**src/rtl/phfbe_pkg.sv**
```systemverilog
// ----------------------------------------------------------------------------
// phfbe_pkg: shared types and constants of the fragment bandwidth estimator
// ----------------------------------------------------------------------------
`default_nettype none
package phfbe_pkg;
  localparam int unsigned HostEntriesDef = 16;
  localparam int unsigned AddrW = 48;
  localparam int unsigned TimeW = 48;
  localparam int unsigned NumW  = 16;
  localparam int unsigned BwW   = 36;
  localparam int unsigned SlotOutW = 4;
  localparam logic [19:0] UsPerSec = 20'd1000000;
  localparam int unsigned DivStepW = 6;

  typedef enum logic [2:0] {
    ST_IDLE,
    ST_SEARCH,
    ST_DECIDE,
    ST_DIVIDE,
    ST_EMIT
  } state_e;

  typedef struct packed {
    logic load;
    logic search_step;
    logic decide;
    logic div_start;
    logic div_step;
    logic emit;
  } cmd_t;

  typedef struct packed {
    logic search_done;
    logic need_div;
    logic div_done;
  } sts_t;
endpackage
`default_nettype wire

```
**src/rtl/phfbe_datapath.sv**
```systemverilog
// ----------------------------------------------------------------------------
// phfbe_datapath: host table, serial search and restoring divider
// ----------------------------------------------------------------------------
`default_nettype none
module phfbe_datapath import phfbe_pkg::*; #(
  parameter int unsigned HostEntries = HostEntriesDef
) (
  input  wire logic                clk_i,
  input  wire logic                rst_ni,
  input  wire cmd_t                cmd_i,
  output sts_t                     sts_o,
  input  wire logic [AddrW-1:0]    host_address_i,
  input  wire logic [NumW-1:0]     stream_number_i,
  input  wire logic [NumW-1:0]     block_number_i,
  input  wire logic [NumW-1:0]     fragment_number_i,
  input  wire logic                consecutive_flag_i,
  input  wire logic [TimeW-1:0]    arrival_time_us_i,
  input  wire logic [NumW-1:0]     byte_count_i,
  output logic                     sample_valid_o,
  output logic [BwW-1:0]           bandwidth_bps_o,
  output logic [TimeW-1:0]         sample_time_us_o,
  output logic [SlotOutW-1:0]      host_slot_o,
  output logic                     new_host_o,
  output logic                     table_full_drop_o
);
  localparam int unsigned IdxW = (HostEntries > 1) ? $clog2(HostEntries) : 1;
  localparam int unsigned CntW = $clog2(HostEntries + 1);
  localparam int unsigned NumerW = 36;

  logic [HostEntries-1:0] valid_q;
  logic [AddrW-1:0] addr_q [HostEntries];
  logic [NumW-1:0]  strm_q [HostEntries];
  logic [NumW-1:0]  blk_q  [HostEntries];
  logic [NumW-1:0]  frag_q [HostEntries];
  logic [TimeW-1:0] time_q [HostEntries];

  logic [AddrW-1:0] in_addr_q;
  logic [NumW-1:0]  in_strm_q, in_blk_q, in_frag_q, in_bytes_q;
  logic             in_consec_q;
  logic [TimeW-1:0] in_time_q;

  logic [CntW-1:0] idx_q;
  logic            found_q, free_q;
  logic [IdxW-1:0] found_idx_q, free_idx_q;

  logic [IdxW-1:0] cur;
  assign cur = idx_q[IdxW-1:0];

  // divider: 36-bit numerator over 48-bit gap
  logic [NumerW-1:0] quo_q;
  logic [TimeW-1:0]  rem_q;
  logic [TimeW-1:0]  gap_q;
  logic [DivStepW-1:0] dcnt_q;
  logic [TimeW:0]    trial;
  logic [TimeW:0]    shifted;
  logic              zero_gap_q, need_div_q;

  assign shifted = {rem_q, quo_q[NumerW-1]};
  assign trial   = shifted - {1'b0, gap_q};

  assign sts_o.search_done = (idx_q == CntW'(HostEntries));
  assign sts_o.need_div    = need_div_q;
  assign sts_o.div_done    = (dcnt_q == DivStepW'(NumerW));

  logic [TimeW-1:0] gap;
  logic             hit;
  assign gap = in_time_q - time_q[found_idx_q];
  assign hit = found_q && (strm_q[found_idx_q] == in_strm_q) &&
               (blk_q[found_idx_q] == in_blk_q) &&
               ({1'b0, frag_q[found_idx_q]} + 17'd1 == {1'b0, in_frag_q}) && in_consec_q;

  always_ff @(posedge clk_i or negedge rst_ni) begin
    if (!rst_ni) begin
      valid_q <= '0;
      idx_q <= '0;
      found_q <= 1'b0;
      free_q <= 1'b0;
      sample_valid_o <= 1'b0;
      new_host_o <= 1'b0;
      table_full_drop_o <= 1'b0;
      need_div_q <= 1'b0;
      dcnt_q <= '0;
    end else begin
      if (cmd_i.load) begin
        in_addr_q <= host_address_i;
        in_strm_q <= stream_number_i;
        in_blk_q <= block_number_i;
        in_frag_q <= fragment_number_i;
        in_consec_q <= consecutive_flag_i;
        in_time_q <= arrival_time_us_i;
        in_bytes_q <= byte_count_i;
        idx_q <= '0;
        found_q <= 1'b0;
        free_q <= 1'b0;
        found_idx_q <= '0;
        free_idx_q <= '0;
      end
      if (cmd_i.search_step) begin
        if (valid_q[cur]) begin
          if (!found_q && addr_q[cur] == in_addr_q) begin
            found_q <= 1'b1;
            found_idx_q <= cur;
          end
        end else if (!free_q) begin
          free_q <= 1'b1;
          free_idx_q <= cur;
        end
        idx_q <= idx_q + 1'b1;
      end
      if (cmd_i.decide) begin
        sample_valid_o <= hit;
        new_host_o <= !found_q && free_q;
        table_full_drop_o <= !found_q && !free_q;
        host_slot_o <= found_q ? SlotOutW'(found_idx_q) :
                       free_q ? SlotOutW'(free_idx_q) : '0;
        sample_time_us_o <= hit ? in_time_q : '0;
        bandwidth_bps_o <= (hit && gap == '0) ? '1 : '0;
        need_div_q <= hit && (gap != '0);
        zero_gap_q <= (gap == '0);
        gap_q <= gap;
        if (found_q || free_q) begin
          valid_q[found_q ? found_idx_q : free_idx_q] <= 1'b1;
          addr_q[found_q ? found_idx_q : free_idx_q] <= in_addr_q;
          strm_q[found_q ? found_idx_q : free_idx_q] <= in_strm_q;
          blk_q[found_q ? found_idx_q : free_idx_q] <= in_blk_q;
          frag_q[found_q ? found_idx_q : free_idx_q] <= in_frag_q;
          time_q[found_q ? found_idx_q : free_idx_q] <= in_time_q;
        end
      end
      if (cmd_i.div_start) begin
        // bytes * 1e6 fits in 36 bits
        quo_q <= NumerW'({20'd0, in_bytes_q} * {16'd0, UsPerSec});
        rem_q <= '0;
        dcnt_q <= '0;
      end
      if (cmd_i.div_step) begin
        // the partial remainder stays below the gap, so 48 bits hold it
        if (!trial[TimeW]) begin
          rem_q <= trial[TimeW-1:0];
          quo_q <= {quo_q[NumerW-2:0], 1'b1};
        end else begin
          rem_q <= shifted[TimeW-1:0];
          quo_q <= {quo_q[NumerW-2:0], 1'b0};
        end
        dcnt_q <= dcnt_q + 1'b1;
      end
      if (cmd_i.emit && need_div_q && !zero_gap_q) begin
        bandwidth_bps_o <= quo_q;
      end
    end
  end
endmodule
`default_nettype wire

```
**src/rtl/phfbe_ctrl.sv**
```systemverilog
// ----------------------------------------------------------------------------
// phfbe_ctrl: sequencer for search, update, divide and result strobe
// ----------------------------------------------------------------------------
`default_nettype none
module phfbe_ctrl import phfbe_pkg::*; (
  input  wire logic clk_i,
  input  wire logic rst_ni,
  input  wire logic start_i,
  input  wire sts_t sts_i,
  output cmd_t      cmd_o,
  output logic      busy_o,
  output logic      done_o
);
  state_e state_q, state_d;

  always_ff @(posedge clk_i or negedge rst_ni) begin
    if (!rst_ni) state_q <= ST_IDLE;
    else state_q <= state_d;
  end

  always_comb begin
    state_d = state_q;
    cmd_o = '0;
    busy_o = 1'b1;
    done_o = 1'b0;
    unique case (state_q)
      ST_IDLE: begin
        busy_o = 1'b0;
        if (start_i) begin
          cmd_o.load = 1'b1;
          state_d = ST_SEARCH;
        end
      end
      ST_SEARCH: begin
        if (sts_i.search_done) state_d = ST_DECIDE;
        else cmd_o.search_step = 1'b1;
      end
      ST_DECIDE: begin
        cmd_o.decide = 1'b1;
        cmd_o.div_start = 1'b1;
        state_d = ST_DIVIDE;
      end
      ST_DIVIDE: begin
        if (!sts_i.need_div || sts_i.div_done) begin
          cmd_o.emit = 1'b1;
          state_d = ST_EMIT;
        end else cmd_o.div_step = 1'b1;
      end
      ST_EMIT: begin
        done_o = 1'b1;
        state_d = ST_IDLE;
      end
      default: state_d = ST_IDLE;
    endcase
  end
endmodule
`default_nettype wire

```
**src/rtl/per_host_fragment_bandwidth_estimator.sv**
```systemverilog
// ----------------------------------------------------------------------------
// per_host_fragment_bandwidth_estimator: packet-pair bandwidth per sender
// ----------------------------------------------------------------------------
// a fragment is taken when start_i is high and busy_o is low. the sender is
// searched one host entry per cycle, then the entry is claimed or updated and,
// for a fragment that follows the previous one of its stream and block and is
// marked consecutive, a restoring divider computes bytes*1e6/gap one quotient
// bit per cycle; a zero gap saturates the bandwidth instead. one result per
// fragment appears for exactly one cycle with done_o high; the receiver cannot
// stall it. the steps are search, decide, divide (for a sample with a nonzero
// gap) and emit; busy_o stays high throughout. a full table drops an unknown
// sender and flags table_full_drop_o. bandwidth and sample time read 0 when no
// sample is produced, and the host slot reads 0 when the fragment is dropped.
// ----------------------------------------------------------------------------
`default_nettype none
module per_host_fragment_bandwidth_estimator import phfbe_pkg::*; #(
  parameter int unsigned HOST_ENTRIES = HostEntriesDef
) (
  input  wire logic                clk_i,
  input  wire logic                rst_ni,
  input  wire logic                start_i,
  output logic                     busy_o,
  output logic                     done_o,
  input  wire logic [AddrW-1:0]    host_address_i,
  input  wire logic [NumW-1:0]     stream_number_i,
  input  wire logic [NumW-1:0]     block_number_i,
  input  wire logic [NumW-1:0]     fragment_number_i,
  input  wire logic                consecutive_flag_i,
  input  wire logic [TimeW-1:0]    arrival_time_us_i,
  input  wire logic [NumW-1:0]     byte_count_i,
  output logic                     sample_valid_o,
  output logic [BwW-1:0]           bandwidth_bps_o,
  output logic [TimeW-1:0]         sample_time_us_o,
  output logic [SlotOutW-1:0]      host_slot_o,
  output logic                     new_host_o,
  output logic                     table_full_drop_o
);
  cmd_t cmd;
  sts_t sts;

  // sequencer
  phfbe_ctrl u_ctrl (
    .clk_i, .rst_ni, .start_i,
    .sts_i(sts), .cmd_o(cmd), .busy_o, .done_o
  );

  // host table and divider
  phfbe_datapath #(.HostEntries(HOST_ENTRIES)) u_dp (
    .clk_i, .rst_ni, .cmd_i(cmd), .sts_o(sts),
    .host_address_i, .stream_number_i, .block_number_i, .fragment_number_i,
    .consecutive_flag_i, .arrival_time_us_i, .byte_count_i,
    .sample_valid_o, .bandwidth_bps_o, .sample_time_us_o, .host_slot_o,
    .new_host_o, .table_full_drop_o
  );
endmodule
`default_nettype wire

```
**config.mk**
```make
export PLATFORM = sky130hd
export DESIGN_NAME = per_host_fragment_bandwidth_estimator
export DESIGN_NICKNAME = d
export VERILOG_FILES = /design/src/rtl/phfbe_pkg.sv /design/src/rtl/phfbe_datapath.sv /design/src/rtl/phfbe_ctrl.sv /design/src/rtl/per_host_fragment_bandwidth_estimator.sv
export SDC_FILE = /design/constraint.sdc
export NUM_CORES = 2
export LEC_CHECK = 0
export ABC_AREA = 1
export BUFFER_PORTS_ARGS = -buffer_cell sky130_fd_sc_hd__buf_2
export CORE_MARGIN = 1
export CORE_UTILIZATION = 55
export DETAILED_ROUTE_END_ITERATION = 8
export GPL_ROUTABILITY_DRIVEN = 0
export PLACE_DENSITY = 0.71
export SKIP_LAST_GASP = 1
export SYNTH_ARGS = -nofsm -noshare
export SYNTH_HDL_FRONTEND = slang
export SYNTH_HIERARCHICAL = 1
export SYNTH_SLANG_ARGS = --single-unit
```
**constraint.sdc**
```tcl
create_clock -name clk_i -period 12.85 [get_ports clk_i]
set_input_delay 0 -clock clk_i [delete_from_list [all_inputs] [get_ports clk_i]]
set_output_delay 0 -clock clk_i [all_outputs]
set_load 0.01 [all_outputs]
```
# --- Word level (Yosys, flattened, before mapping) ---
# Memory sizes are Yosys's and may differ from the RTL's. A register that Yosys moved wholly into a read port is not among the register bits.
# Cells that the tools add are included.
totals:
  elab_cells: 142
  out_inout_bits: 93
  mem_count: 5
  ramBits: 2304
  inputBits: 164
  regBits: 426
op_classes:
  mux: 57
  mul: 1
  add_sub_neg: 5
  n_eq_ne: 13
  n_bitwise: 1
  order_cmp: 3
  n_reduce_logical: 31
memory_table:
  columns: ["name", "depth", "width", "read_ports", "rd_ports_with_merged_regs", "write_ports", "line_no", "source"]
  rows:
  - ["u_dp.addr_q", 16, 48, 1, 0, 1, "phfbe_datapath.sv:31", "logic [AddrW-1:0] addr_q [HostEntries];"]
  - ["u_dp.time_q", 16, 48, 1, 1, 1, "phfbe_datapath.sv:35", "logic [TimeW-1:0] time_q [HostEntries];"]
  - ["u_dp.blk_q", 16, 16, 1, 1, 1, "phfbe_datapath.sv:33", "logic [NumW-1:0] blk_q [HostEntries];"]
  - ["u_dp.frag_q", 16, 16, 1, 1, 1, "phfbe_datapath.sv:34", "logic [NumW-1:0] frag_q [HostEntries];"]
  - ["u_dp.strm_q", 16, 16, 1, 1, 1, "phfbe_datapath.sv:32", "logic [NumW-1:0] strm_q [HostEntries];"]
ops:
  columns: ["op", "n"]
  rows:
  - ["two-way mux 36 bit", 5]
  - ["two-way mux 48 bit", 3]
  - ["two-way mux 4 bit", 15]
  - ["subtractor 49 x 48 -> 49 bit", 1]
  - ["equality test 48 bit", 1]
  - ["zero test 48 bit", 1]
  - ["nonzero test 48 bit", 1]
  - ["subtractor 48 bit", 1]
  - ["equality test 16 bit", 2]
  - ["multiplier 16 x 14 -> 30 bit, second input constant", 1]
  - ["two-way mux 1 bit", 22]
  - ["adder 16 x 1 -> 17 bit, second input constant", 1]
  - ["equality test 17 x 16 -> 1 bit", 1]
  - ["bitwise OR 16 bit", 1]
  - ["logical AND 1 bit", 13]
  - ["two-way mux 6 bit", 2]
  - ["one-hot mux 3 bit (4 select lines)", 1]
  - ["less-than comparator 4 x 5 -> 1 bit, second input constant", 2]
  - ["two-way mux 5 bit", 2]
  - ["AND reduction 2 bit", 5]
  - ["two-way mux 3 bit", 3]
  - ["adder 6 x 1 -> 6 bit, second input constant", 1]
  - ["equality test 3 x 2 -> 1 bit, second input constant", 2]
  - ["equality test 6 bit, second input constant", 1]
  - ["other kinds (15)", 23]

# --- Depth between registers and ports, before layout ---
logic_depth:
  ltp_word: 9
  depth_mapped: 33

# --- Modules after synthesis ---
# The synthesis kept the hierarchy.
modules_own_cells:
  columns: ["mod", "area_per_inst_um2", "instances", "seq_area_each_um2", "cells_per_inst"]
  rows:
  - ["phfbe_datapath", 119472.1, 1, 81803.5, 10505]
  - ["phfbe_ctrl", 211.5, 1, 75.1, 32]

# --- Worst setup path after synthesis ---
# OpenSTA, ideal clock, no wires.
synth_timing:
  path_type: "register to register"
  from: "register u_ctrl.state_q[2]"
  to: "memory u_dp.addr_q[15][0] (enable)"
  synth_period_minus_slack_ns: 11.826
  setup_time_ns: 0.824
  arrival_time_ns: 11.003
  path_stages_with_launch: 9
  path_slack_ns: 1.024
  cell_sequence: "dfrtp_1 > inv_1 > nand3_1 > inv_1 > buf_4 > inv_1 > nor2_1 > nand2_1 > nor3_1"
synth_lines:
  columns: ["item", "line_no", "source"]
  rows:
  - ["start, declared", "phfbe_ctrl.sv:14", "state_e state_q, state_d;"]
  - ["start signal, assigned", "phfbe_ctrl.sv:18", "else state_q <= state_d;"]
  - ["end, declared", "phfbe_datapath.sv:31", null]

==> results_dict.tcl <==
set metrics [dict create \
    synth-seq-area-share_pct 68.41 \
    cts_made_buffers 294 \
    dieArea_um2 219500 \
    dr.pass1.iters 6 \
    min_path_type "input port to flop" \
    layout_common_cells "2694 x edfxtp_1, 1804 x nand2_1, 1420 x nor2_1, 1049 x o21ai_0, 986 x inv_1" \
    portBuffers 256 \
    drive_gt1_share_pct 7.474 \
    switching_share_pct 33.86 \
    syn2layout_area_growth_pct 13.65 \
    wl_met1_um 128200 \
    pwr-share-seq_pct 39.9 \
    grt_pass1_wl_um 481900 \
    dr.max_layer_used "met5" \
    rsz0062_at_grt "false" \
    whs_ns 0.1749 \
    synth_top_area_share_pct 67.59 \
    endpoint_kind "flop" \
    via_per_inst 5.936 \
    maxCapViolCount 0 \
    irDropWorstVdd_mv 0.1544 \
    arrival_ns 7.67 \
    drt_iter0_markers 10830 \
    slowest_delay_ns 0.85 \
    ys_ff_latch 2734 \
    syn_area_um2 119700 \
    syn-mean-instance-area_um2 11.36 \
    grt_max_degree 230 \
    p_per_area_nw_per_um2 196.1 \
    layout_commonest_cell "edfxtp_1" \
    finalSetupTns_ns 0 \
    ctsLongestPathBuffers 4 \
    crit_type "flop to flop" \
    status "finished clean" \
    crit_top_cell "nand2_1" \
    fmax_mhz 143.4 \
    synth.largest_area_cell "edfxtp_1" \
    cts_tree "done" \
    syn_nets 10960 \
    combPwrFrac_pct 29.4 \
    max_slew.worst_pin.slew_ns 1.188 \
    final.setup_skew_ns 0.06622 \
    path_clk_slew_ns 0.06 \
    io_pins 257 \
    setup_violations 0 \
    cts.htree.levels 5 \
    dieWidth_um 468.5 \
    synthFlopType "edfxtp_1" \
    gr-total-overflow 0 \
    initial_core_util_pct 55.55 \
    core_area_um2 215500 \
    path_max_fanout 197 \
    min_period_ns 6.974 \
    grt_pass1_vias 80220 \
    cp_slowest_cell "buf_4" \
    crit_path_start_kind "flop" \
    clock_sinks 2734 \
    synth_edf_count 2694 \
    syn-instance-count 10540 \
    required_ns 13.54 \
    drtAntennaViolNets 0 \
    wl_per_cell_um 22.89 \
    hold_violations 0 \
    vias 83490 \
    antenna_found_initial 5 \
    wl_met2_um 150200 \
    p_leak_nw 50.99 \
    synthDistinctLibCells 51 \
    fin_nets 11440 \
    cts_resized 0 \
    wl_um 321900 \
    clock-root-buffer "clkbuf_16" \
    n_fill_cell 16280 \
    hpwl_um 172300 \
    std_cell_rows 170 \
    die_h_um 468.5 \
    clock_latency_ns 0.94 \
    final_max_slew_viol_count 0 \
    ys_async_sr_fraction_pct 1.317 \
    min_period_over_period_pct 54.27 \
    hold_start "start_i" \
    power_switching_mw 9.033 \
    max-slew-margin-rel_pct 20.63 \
    dr_wl_met3_um 30160 \
    drc_errors 0 \
    intPower_mw 17.64 \
    clkPwrFrac_pct 30.7 \
    cp_cell_sequence "inv_8 -> buf_12 -> buf_4 -> o21ai_0 -> o221ai_1 -> o211ai_1 -> nand2_1 -> inv_1 -> ha_1 -> nand2_1 -> nor2_1 -> nand2_1 -> nor3_1 -> o21ai_0 -> nand4_1 -> nand2_1 -> or2_2 -> nor2_1 -> nand4_1 -> buf_4 -> o21bai_1" \
    track_usage_pct 28.99 \
    yosys_warnings 6 \
    synth_area_leaders "edfxtp_1 68%, nand2_1 5.7%, nor2_1 4.5%, o21ai_0 4.4%, inv_1 3.1%" \
]
==> layout make-up <==
| class | count | area (um^2) | share of cell area, % |
|---|---|---|---|
| Clock buffer | 375 | 7883 | 5.795 |
| Sequential cell | 2734 | 81900 | 60.21 |
| Antenna cell | 2 | 5.005 | 0.003679 |
| Inverter | 999 | 3794 | 2.789 |
| Timing Repair Buffer | 703 | 5588 | 4.108 |
| Multi-Input combinational cell | 6285 | 31990 | 23.52 |
| Clock inverter | 129 | 1308 | 0.9613 |
| Tap cell | 2838 | 3551 | 2.611 |
==> per-layer routing <==
metal	track usage, %	vias to the layer above
met5	0	-
met4	11.90	6
met3	4.196	723
met2	46.14	4485
met1	40.29	40510
li1	-	37760
==> critical path, delay by kind of cell (launching register included) <==
| family | cells | cell delay, ns |
|---|---|---|
| flip-flops | 1 | 0.53 |
| AND/OR/NAND/NOR | 10 | 1.89 |
| buffers and inverters | 5 | 2.58 |
| adder cells (fa/ha/maj) | 1 | 0.45 |
| AO/OA/AOI/OAI | 5 | 0.93 |
==> cells in the mapped netlist, types with 34 or more instances <==
cell type	count
edfxtp_1	2694
nand2_1	1806
nor2_1	1433
o21ai_0	1050
inv_1	991
nand3_1	678
clkbuf_1	335
a21oi_1	208
ha_1	205
o221ai_1	169
o211ai_1	153
o22ai_1	138
buf_2	125
o21bai_1	61
fa_1	57
xnor2_1	50
nand4_1	38
buf_1	37
dfrtp_1	36
xor2_1	35
nor3_1	34
==> flip-flops by register name, summed over array words and instances, names as in the netlist, 3 cells and up, named ones only <==
signal                 flops
u_dp/idx_q                 5
u_dp/in_time_q            48
u_dp/gap_q                48
u_dp/frag_q              256
u_dp/dcnt_q                6
u_dp/in_addr_q            48
u_dp/addr_q              768
u_dp/sample_time_us_o     48
u_dp/blk_q               256
u_dp/in_frag_q            16
u_dp/free_idx_q            4
u_dp/found_idx_q           4
u_dp/quo_q                36
u_dp/in_strm_q            16
u_dp/time_q              768
u_dp/valid_q              16
u_dp/host_slot_o           4
u_dp/bandwidth_bps_o      36
u_ctrl/state_q             3
u_dp/rem_q                48
u_dp/in_blk_q             16
u_dp/strm_q              256
u_dp/in_bytes_q           16
==> cells by family after synthesis <==
kind of cell | count (synthesis) | synth area share, %
simple gates | 4046 | 13.67
flops | 2734 | 68.41
compound gates | 1891 | 9.201
buf+inv | 1518 | 4.986
fa+ha+maj | 262 | 3.097
xor+xnor | 85 | 0.6220
mux | 1 | 0.008364
==> what timing repair did <==
item | CTS | global route
hold endpoints to repair | 226 | 0
hold buffers | 325 | 0
buffers inserted | 0 | 0
==> power by group through the flow <==
stage / Combinational [mW] / Clock, mW / Sequential, mW
floorplan: 5.49 / 0 / 10.7
global placement: 7.43 / 0 / 10.8
detailed placement: 7.59 / 0 / 10.8
CTS: 7.71 / 8.30 / 10.6
global route: 8.68 / 8.62 / 10.7
finish: 7.83 / 8.20 / 10.6
==> metrics by stage <==
step | area [um^2] | total power [mW] | utilization, % | worst slack (ns) | cells
detailed placement | 123600 | 18.41 | 57.35 | 6.129 | 13230
floorplan | 119700 | 16.19 | - | 1.024 | 10540
CTS | 136000 | 26.65 | 63.13 | 6.112 | 14060
global placement | 123600 | 18.24 | 57.35 | 6.321 | 13230
finish | 136000 | 26.68 | 63.13 | 5.876 | 14070
global route | 136000 | 27.98 | 63.13 | 5.386 | 14060
==> final timing paths <==
kind | to | slack (ns) | depth (start not counted)
setup / recovery | u_dp/bandwidth_bps_o[29] | 5.88 | 21
hold / removal | u_ctrl/state_q[0] | 0.17 | 5
setup reg to reg | u_dp/bandwidth_bps_o[29] | 5.88 | 21
hold reg to reg | u_dp/valid_q[0] | 0.46 | 2
max in group asynchronous | u_dp/idx_q[1] | 11.94 | 4
min in group asynchronous | u_dp/idx_q[0] | 0.33 | 4
(Power assumes the default switching activity.)
